==> config.mk <==
export PLATFORM = sky130hd
export DESIGN_NAME = descending_exchange_sort
export DESIGN_NICKNAME = d
export VERILOG_FILES = /design/src/rtl/core/dxs_pkg.sv /design/src/rtl/core/dxs_datapath.sv /design/src/rtl/core/dxs_ctrl.sv /design/src/rtl/core/descending_exchange_sort.sv
export SDC_FILE = /design/constraint.sdc
export NUM_CORES = 1
export LEC_CHECK = 0
export ABC_AREA = 0
export BUFFER_PORTS_ARGS = -buffer_cell sky130_fd_sc_hd__buf_2
export CAP_MARGIN = 10
export CORE_MARGIN = 8
export CORE_UTILIZATION = 40
export DETAILED_ROUTE_END_ITERATION = 8
export PLACE_DENSITY = 0.62
export SYNTH_ARGS = -nofsm -noshare
export SYNTH_HDL_FRONTEND = slang
export SYNTH_SLANG_ARGS = --single-unit
==> constraint.sdc <==
create_clock -name clk -period 9.45 [get_ports clk]
set_input_delay 1.89 -clock clk [delete_from_list [all_inputs] [get_ports clk]]
set_output_delay 1.89 -clock clk [all_outputs]
set_load 0.02 [all_outputs]
==> src/rtl/core/dxs_pkg.sv <==
// Package for the descending exchange sort: payload types, widths, command structs.
// No dependencies.
package dxs_pkg;

  localparam int unsigned CAPACITY_DEF = 16;
  localparam int unsigned AREA_W       = 10;
  localparam int unsigned TAG_W        = 8;

  typedef struct packed {
    logic [AREA_W-1:0] area;
    logic [TAG_W-1:0]  tag;
    logic              last;
  } in_t;

  typedef struct packed {
    logic [AREA_W-1:0] area_res;
    logic [TAG_W-1:0]  tag_res;
    logic              last_res;
    logic              overflow;
  } out_t;

  typedef struct packed {
    logic [AREA_W-1:0] area;
    logic [TAG_W-1:0]  tag;
  } rec_t;

  // Controller to datapath
  typedef struct packed {
    logic store_in;   // write incoming record at wr_addr
    logic scan;       // conditional exchange of held record with read data at wr_addr
    logic held_ld;    // load held record from read data
    logic emit;       // push held record into output register
    logic emit_last;
    logic emit_ovf;
  } dp_cmd_t;

  // Datapath to controller
  typedef struct packed {
    logic out_free;   // output register can take a record this cycle
  } dp_stat_t;

endpackage

==> src/rtl/core/dxs_datapath.sv <==
// Datapath: record store, held record register, exchange compare and output register.
// Depends on dxs_pkg.
module dxs_datapath #(
  parameter int unsigned CAPACITY = dxs_pkg::CAPACITY_DEF,
  parameter int unsigned IDX_W    = $clog2(CAPACITY)
) (
  input  logic             clk,
  input  logic             rst_n,
  input  dxs_pkg::in_t     in_data,
  input  dxs_pkg::dp_cmd_t cmd,
  input  logic [IDX_W-1:0] wr_addr,
  input  logic [IDX_W-1:0] rd_addr,
  output dxs_pkg::dp_stat_t stat,
  output logic             out_valid,
  input  logic             out_ready,
  output dxs_pkg::out_t    out_data
);
  import dxs_pkg::*;

  rec_t mem [CAPACITY];
  rec_t rd_data_r;
  rec_t held_r, held_nxt;
  out_t out_r, out_nxt;
  logic out_valid_r, out_valid_nxt;
  logic held_lt;

  assign held_lt = held_r.area < rd_data_r.area;

  // single write port, single registered read port
  always_ff @(posedge clk) begin
    if (cmd.store_in) begin
      mem[wr_addr] <= '{area: in_data.area, tag: in_data.tag};
    end else if (cmd.scan && held_lt) begin
      mem[wr_addr] <= held_r;
    end
    rd_data_r <= mem[rd_addr];
  end

  always_comb begin
    held_nxt = held_r;
    if (cmd.held_ld || (cmd.scan && held_lt)) begin
      held_nxt = rd_data_r;
    end
  end

  always_comb begin
    out_nxt       = out_r;
    out_valid_nxt = out_valid_r;
    if (cmd.emit) begin
      out_nxt.area_res = held_r.area;
      out_nxt.tag_res  = held_r.tag;
      out_nxt.last_res = cmd.emit_last;
      out_nxt.overflow = cmd.emit_ovf;
      out_valid_nxt    = 1'b1;
    end else if (out_ready) begin
      out_valid_nxt = 1'b0;
    end
  end

  always_ff @(posedge clk) begin
    held_r <= held_nxt;
    out_r  <= out_nxt;
  end

  always_ff @(posedge clk) begin
    if (!rst_n) begin
      out_valid_r <= 1'b0;
    end else begin
      out_valid_r <= out_valid_nxt;
    end
  end

  assign stat.out_free = !out_valid_r || out_ready;
  assign out_valid     = out_valid_r;
  assign out_data      = out_r;

endmodule

==> src/rtl/core/dxs_ctrl.sv <==
// Controller: load, per-position scan and emit sequencing for the exchange sort.
// Depends on dxs_pkg.
module dxs_ctrl #(
  parameter int unsigned CAPACITY = dxs_pkg::CAPACITY_DEF,
  parameter int unsigned IDX_W    = $clog2(CAPACITY),
  parameter int unsigned CNT_W    = $clog2(CAPACITY + 1)
) (
  input  logic              clk,
  input  logic              rst_n,
  input  logic              in_valid,
  input  logic              in_last,
  output logic              in_ready,
  input  dxs_pkg::dp_stat_t stat,
  output dxs_pkg::dp_cmd_t  cmd,
  output logic [IDX_W-1:0]  wr_addr,
  output logic [IDX_W-1:0]  rd_addr
);
  import dxs_pkg::*;

  localparam logic [2:0] ST_LOAD = 3'd0;
  localparam logic [2:0] ST_RDI  = 3'd1;
  localparam logic [2:0] ST_LDI  = 3'd2;
  localparam logic [2:0] ST_SCAN = 3'd3;
  localparam logic [2:0] ST_EMIT = 3'd4;

  localparam logic [CNT_W-1:0] ONE     = CNT_W'(1);
  localparam logic [CNT_W-1:0] CAP_CNT = CNT_W'(CAPACITY);

  logic [2:0]       state_r, state_nxt;
  logic [CNT_W-1:0] count_r, count_nxt;
  logic [CNT_W-1:0] i_r, i_nxt;
  logic [CNT_W-1:0] j_r, j_nxt;
  logic             ovf_r, ovf_nxt;
  logic [CNT_W-1:0] i_inc, j_inc;

  assign i_inc = i_r + ONE;
  assign j_inc = j_r + ONE;

  always_comb begin
    state_nxt = state_r;
    count_nxt = count_r;
    i_nxt     = i_r;
    j_nxt     = j_r;
    ovf_nxt   = ovf_r;
    cmd       = '0;
    in_ready  = 1'b0;
    wr_addr   = count_r[IDX_W-1:0];
    rd_addr   = i_r[IDX_W-1:0];
    case (state_r)
      ST_LOAD: begin
        in_ready = 1'b1;
        if (in_valid) begin
          if (count_r < CAP_CNT) begin
            cmd.store_in = 1'b1;
            count_nxt    = count_r + ONE;
          end else begin
            ovf_nxt = 1'b1;
          end
          if (in_last) begin
            i_nxt     = '0;
            state_nxt = ST_RDI;
          end
        end
      end
      ST_RDI: begin
        state_nxt = ST_LDI;
      end
      ST_LDI: begin
        cmd.held_ld = 1'b1;
        if (i_inc < count_r) begin
          rd_addr   = i_inc[IDX_W-1:0];
          j_nxt     = i_inc;
          state_nxt = ST_SCAN;
        end else begin
          state_nxt = ST_EMIT;
        end
      end
      ST_SCAN: begin
        cmd.scan = 1'b1;
        wr_addr  = j_r[IDX_W-1:0];
        if (j_inc < count_r) begin
          rd_addr = j_inc[IDX_W-1:0];
          j_nxt   = j_inc;
        end else begin
          state_nxt = ST_EMIT;
        end
      end
      ST_EMIT: begin
        if (stat.out_free) begin
          cmd.emit      = 1'b1;
          cmd.emit_last = (i_inc == count_r);
          cmd.emit_ovf  = ovf_r;
          if (i_inc == count_r) begin
            count_nxt = '0;
            ovf_nxt   = 1'b0;
            state_nxt = ST_LOAD;
          end else begin
            i_nxt     = i_inc;
            state_nxt = ST_RDI;
          end
        end
      end
      default: begin
        state_nxt = ST_LOAD;
      end
    endcase
  end

  always_ff @(posedge clk) begin
    if (!rst_n) begin
      state_r <= ST_LOAD;
      count_r <= '0;
      ovf_r   <= 1'b0;
      i_r     <= '0;
      j_r     <= '0;
    end else begin
      state_r <= state_nxt;
      count_r <= count_nxt;
      ovf_r   <= ovf_nxt;
      i_r     <= i_nxt;
      j_r     <= j_nxt;
    end
  end

endmodule

==> src/rtl/core/descending_exchange_sort.sv <==
// Descending exchange sort top level: controller plus datapath.
// Depends on dxs_pkg, dxs_ctrl, dxs_datapath.
//
// Records (area, tag) are collected one request per cycle until a request with
// last set; up to CAPACITY are kept, later ones are dropped and every result of
// that batch carries overflow. The batch is then sorted largest area first with
// the classic exchange order (position i against every later j, swap on
// area[i] < area[j]), so ties land exactly where that order puts them. Position
// i is finished as soon as its scan ends and is emitted straight away, so
// results start before the whole sort is done. The record store has one write
// and one read port: each position i is fetched through a read state and a
// load state, scanned once against each later position, then emitted once the
// output register is free. No request is taken while a batch is being sorted
// or emitted.
module descending_exchange_sort #(
  parameter int unsigned CAPACITY = dxs_pkg::CAPACITY_DEF
) (
  input  logic          clk,
  input  logic          rst_n,
  input  logic          in_valid,
  output logic          in_ready,
  input  dxs_pkg::in_t  in_data,
  output logic          out_valid,
  input  logic          out_ready,
  output dxs_pkg::out_t out_data
);
  import dxs_pkg::*;

  // index into the store, and count that can hold CAPACITY itself
  localparam int unsigned IDX_W = $clog2(CAPACITY);
  localparam int unsigned CNT_W = $clog2(CAPACITY + 1);

  dp_cmd_t          cmd;
  dp_stat_t         stat;
  logic [IDX_W-1:0] wr_addr;
  logic [IDX_W-1:0] rd_addr;

  // sequencer: load, then per position fetch / scan / emit
  dxs_ctrl #(
    .CAPACITY (CAPACITY),
    .IDX_W    (IDX_W),
    .CNT_W    (CNT_W)
  ) u_ctrl (
    .clk      (clk),
    .rst_n    (rst_n),
    .in_valid (in_valid),
    .in_last  (in_data.last),
    .in_ready (in_ready),
    .stat     (stat),
    .cmd      (cmd),
    .wr_addr  (wr_addr),
    .rd_addr  (rd_addr)
  );

  // store, held record (the running maximum for position i) and output register
  dxs_datapath #(
    .CAPACITY (CAPACITY),
    .IDX_W    (IDX_W)
  ) u_dp (
    .clk       (clk),
    .rst_n     (rst_n),
    .in_data   (in_data),
    .cmd       (cmd),
    .wr_addr   (wr_addr),
    .rd_addr   (rd_addr),
    .stat      (stat),
    .out_valid (out_valid),
    .out_ready (out_ready),
    .out_data  (out_data)
  );

endmodule

**After elaboration in Yosys (flattened, before gate mapping)**

Memory sizes are Yosys's and may differ from the RTL's. A register that Yosys moved wholly into a read port is not among the register bits.
Index checks and enable logic that the tools add are counted.

- Memory bits (writable): 288
- Output and inout bits: 22
- Memories kept: 1
- Bits in registers: 58
- Input port bits: 23

Memories:

| memory | depth | width | rd ports | clocked after memory_dff | write ports | line | source |
|---|---|---|---|---|---|---|---|
| u_dp.mem | 16 | 18 | 1 | 1 | 1 | dxs_datapath.sv:20 | `rec_t mem [CAPACITY];` |

- Equal/unequal tests: 15
- Bitwise logic cells: 1
- $add $sub $neg: 3
- Reductions and logical operators: 14
- $lt $le $gt $ge: 4
- Muxes and demuxes: 45

Operator list:

| cell | number |
|---|---|
| $mux W5 | 10 |
| $pmux W5 S2 | 3 |
| $mux W3 | 7 |
| $mux W1 | 18 |
| $mux W18 | 1 |
| $add A5 B1 Y5 const B | 3 |
| $pmux W3 S5 | 1 |
| $reduce_and A5 Y1 | 3 |
| $mux W4 | 3 |
| $ne A2 B2 Y1 const B | 6 |
| $lt A10 B10 Y1 | 1 |
| $lt A5 B5 Y1 | 2 |
| $ne A2 B1 Y1 const B | 4 |
| $pmux W4 S2 | 1 |
| $eq A3 B2 Y1 const B | 2 |
| $reduce_bool A2 Y1 | 3 |
| $eq A5 B5 Y1 | 1 |
| $lt A5 B5 Y1 const B | 1 |
| $reduce_and A4 Y1 | 1 |
| $eq A3 B1 Y1 const B | 1 |
| $eq A3 B3 Y1 const B | 1 |
| $logic_not A3 Y1 | 1 |
| $reduce_and A3 Y1 | 1 |
| $logic_or A1 B1 Y1 | 2 |
| other kinds (5) | 5 |

**Depth between registers and ports, before layout**

- Depth after elaboration: 7
- Gate-level depth with buffers: 16

**Cells and area by module**

Synthesis repeated with hierarchy kept, for this count alone.

- Cells, all modules: 723
- Area total of the unflattened synthesis: 14505.2 µm²

By module, submodules not included:

| module | cells an instance | times used | area each (µm²) |
|---|---|---|---|
| dxs_datapath | 537 | 1 | 13090.1 |
| dxs_ctrl | 186 | 1 | 1415.1 |

**Worst setup path after synthesis**

Ideal clock, no wire load.

- Kind: input-to-reg
- From: input in_valid
- To: memory u_dp.mem[0][0] (netlist name), enable pin
- Required time: 9.034 ns
- Library setup time: 0.416 ns
- Cell stages on the path: 4
- Arrival: 3.579 ns
- Buffers on the path: 0
- Path slack: 5.455 ns
- Path through: nand3_1 -> nor2_1 -> nor2_1 -> nor3_1

- Longest elaborated chain between the ends: 5
- Elaborated cells between the ends (all ways): 7

Ends and longest elaborated chain:

| item | line | source |
|---|---|---|
| start, declared | descending_exchange_sort.sv:20 | `input logic in_valid,` |
| $mux W1 (*) | dxs_ctrl.sv:52 | `if (in_valid) begin` |
| $mux W1 (*) | dxs_ctrl.sv:49 | `case (state_r)` |
| $mux W1 | dxs_datapath.sv:31 | `if (cmd.store_in) begin` |
| $mux W1, on equally long branches | dxs_datapath.sv:32, dxs_datapath.sv:34 |  |
| $or A1 B1 Y1 (no source line) (*) | -- |  |
| end, declared | dxs_datapath.sv:20 |  |

Mark *: on every way between the ends. The rest lies on a longest branch, timed or not.

**Final worst setup path**

- From: register u_ctrl.i_r[0]
- To: register u_dp.rd_data_r[15] (netlist name)

- Longest elaborated chain between the ends: 4
- Elaborated cells between the ends (all ways): 5

Ends and longest elaborated chain:

| item | line | source |
|---|---|---|
| start, declared | dxs_ctrl.sv:31 | `logic [CNT_W-1:0] i_r, i_nxt;` |
| start signal, assigned | dxs_ctrl.sv:120 | `i_r <= i_nxt;` |
| $add A5 B1 Y5 | dxs_ctrl.sv:36 | `assign i_inc = i_r + ONE;` |
| $lt A5 B5 Y1 | dxs_ctrl.sv:70 | `if (i_inc < count_r) begin` |
| $mux W4 | dxs_ctrl.sv:70 |  |
| $pmux W4 S2 (*) | dxs_ctrl.sv:49 |  |

Marked as above.
A chain may end at the register's enable or synchronous reset.

==> flow_metrics.tcl <==
set metrics [dict create \
    fin_ws_ns 4.50 \
    maxCapViolCount 0 \
    clock-root-buffer "clkbuf_16" \
    outcome "completed" \
    worst-slew-pin-transition_ns 1.01 \
    slew_headroom_pct 32.5 \
    drt_iter0_markers 972 \
    slew_viol_final 0 \
    clk_pin_slew_ns 0.06 \
    die-area_um2 44300 \
    area_growth_pct 13.6 \
    ys_seq_area_share_pct 69.8 \
    setup_viol 0 \
    cp.arrival_ns 5.31 \
    syn_avg_cell_area_um2 14.0 \
    viasPerCell 5.86 \
    post-route-min-period_ns 4.95 \
    utilization_pct 45.9 \
    synth_most_common_cell "edfxtp_1" \
    nets 1155 \
    globalRouteTotalUtil_pct 17.3 \
    r2r_slack_ns 4.50 \
    first_global_vias 9411 \
    clockBufferDepth 3 \
    route.detailed.drc 0 \
    start_kind "flip-flop" \
    top_level_ports 45 \
    leakage_nw 5.76 \
    numClockSinks 364 \
    synthArstFlopShare_pct 0 \
    power_density_nw_per_um2 202 \
    dr.pass1.iters 5 \
    rows 71 \
    fmax_ghz 0.202 \
    hold_violations 0 \
    path_max_fanout 87 \
    dieHeight_um 210 \
    worstSkewPairLatency_ns 0.53 \
    place.gp.congestion 0.849 \
    synthTopCellsByArea "edfxtp_1 65%, dfxtp_1 5.0%, and3_1 2.4%, nand2_1 2.4%, a211o_1 2.1%" \
    synth_top_flop_cell "edfxtp_1" \
    synth.cell_area_um2 15100 \
    hold_path.class "flip-flop to flip-flop" \
    ys_types 60 \
    fin_setup_tns_ns 0 \
    coreArea_um2 37400 \
    postCtsHoldBufs 0 \
    rsz0062_at_grt "no" \
    htree_levels 2 \
    synth_top_area_share_pct 64.8 \
    grt_max_degree 91 \
    drive_above_1_share_pct 15.3 \
    routed_wl_um 38800 \
    fillers 3273 \
    synth_edf_count 326 \
    antenna_found_initial 0 \
    grt_pass1_wl_um 58600 \
    yosys-top-cells-count "326 x edfxtp_1, 98 x nand2_1, 59 x and3_1, 47 x nand3_1, 47 x o21ai_0" \
    vias 9672 \
    synth_top_cell_by_area "edfxtp_1" \
    setup.worst_path.class "flip-flop to flip-flop" \
    antenna_left 0 \
    initial_core_util_pct 40.4 \
    power_w 0.00347 \
    port_buffers 44 \
    syn_inst 1076 \
    cts_tree "done" \
    grt-ovfl-total 0 \
    cp-end-kind "flip-flop" \
    peakVddDrop_mv 0.106 \
    finClkSkew_ns 0.0224 \
    yosysWarnings 0 \
    ys_ff_latch 364 \
    post-route-period-util_pct 52.3 \
    antenna_cells 0 \
    post_cts_buffers 0 \
    ctsResizeCount 0 \
    cts_inserted_buffers 37 \
    die_x_um 210 \
    wl_per_cell_um 23.5 \
    hpwl_um 21600 \
    required_ns 9.82 \
    syn_nets 1120 \
    dp_slack_ns 4.63 \
]
==> cell type report <==
class	count	area (um2)	area share, %
Clock inverter	21	260	1.52
Inverter	21	78.8	0.459
Tap cell	511	639	3.72
Timing Repair Buffer	72	434	2.53
Sequential cell	364	10600	61.4
Clock buffer	46	991	5.77
Multi-Input combinational cell	615	4220	24.6
==> where the power goes <==
part	internal (W)	switching (W)	total (W)	leakage, nW
combinational	0.0000454	0.0000962	0.000142	1.90
clock	0.000910	0.000604	0.00151	0.610
sequential	0.00180	0.0000189	0.00182	3.26
total	0.00275	0.000719	0.00347	5.76
==> final timing paths <==
kind | from | endpoint | depth (start not counted)
min reg2reg | u_dp.rd_data_r[1]$_DFF_P_ | u_dp.held_r[1]$_DFFE_PP_ | 0
min | u_dp.rd_data_r[1]$_DFF_P_ | u_dp.held_r[1]$_DFFE_PP_ | 0
max | u_ctrl.i_r[0]$_SDFFE_PN0P_ | u_dp.rd_data_r[15]$_DFF_P_ | 13
max reg2reg | u_ctrl.i_r[0]$_SDFFE_PN0P_ | u_dp.rd_data_r[15]$_DFF_P_ | 13
==> registers in the layout, indices dropped and copies added, names as in the netlist <==
signal and cells:
u_ctrl.count_r 5, u_ctrl.i_r 5, u_ctrl.j_r 5, u_ctrl.ovf_r 1
u_ctrl.state_r 3, u_dp.held_r 18, u_dp.mem 288, u_dp.out_data 20
u_dp.out_valid 1, u_dp.rd_data_r 18
==> per-layer routing <==
layer	GRT usage [%]	up-vias	routed length, um
met3	2.90	90	2520
met1	23.8	4914	17100
met2	27.1	358	17900
met4	6.83	0	1390
li1	-	4310	-
met5	0	-	0
==> critical path, cell delays in order (launching register included) <==
cell and delay, ns:
dfxtp_1 0.50, nand3_1 0.13, xnor2_1 0.46, ha_1 0.37
and3_1 0.18, o21ai_0 0.27, and2_1 0.49, nor2_4 0.16
a21boi_4 0.17, buf_4 0.53, buf_4 0.84, a311oi_1 0.19
a22oi_1 0.28, o211ai_1 0.13
==> cell usage in the layout, fill, tap and decap left out, types with 5 or more instances in the layout <==
master	n
a21boi_0	7
nand2b_1	6
buf_4	27
a22oi_1	18
o211ai_1	18
buf_2	44
clkinv_1	7
a32o_1	18
a211oi_1	19
nand3_1	46
edfxtp_1	326
ha_1	21
bufinv_16	6
nor2b_1	7
clkbuf_1	7
nand2_1	98
and3_1	59
a21o_1	6
o21ai_0	47
a21oi_1	29
a31oi_1	10
a211o_1	36
inv_1	21
clkinv_2	6
mux2_2	18
clkbuf_16	38
nor3_2	9
nor3_1	7
xnor2_1	7
a311oi_1	36
nor2_1	22
dfxtp_1	38
nor2_2	5
a311o_1	18
==> stage by stage <==
| step | area [um2] | hold slack [ns] | instances |
|---|---|---|---|
| after floorplan | 15100 | 0.386 | 1076 |
| after global placement | 15900 | 0.388 | 1582 |
| after detailed placement | 15900 | 0.393 | 1582 |
| after CTS | 17200 | 0.407 | 1649 |
| after global routing | 17200 | 0.414 | 1650 |
| final | 17200 | 0.409 | 1650 |
==> cell families after synthesis <==
logic type               Yosys count  synth area share [%]
adder cells (fa/ha/maj)           21                  1.74
AND/OR/NAND/NOR                  283                  9.35
flip-flops                       364                  69.8
AO/OA/AOI/OAI                    282                  14.1
XOR/XNOR                           9                 0.522
buffers and inverters             97                  3.00
multiplexers                      20                  1.47
Note: power is estimated with default switching activity, not from simulation.
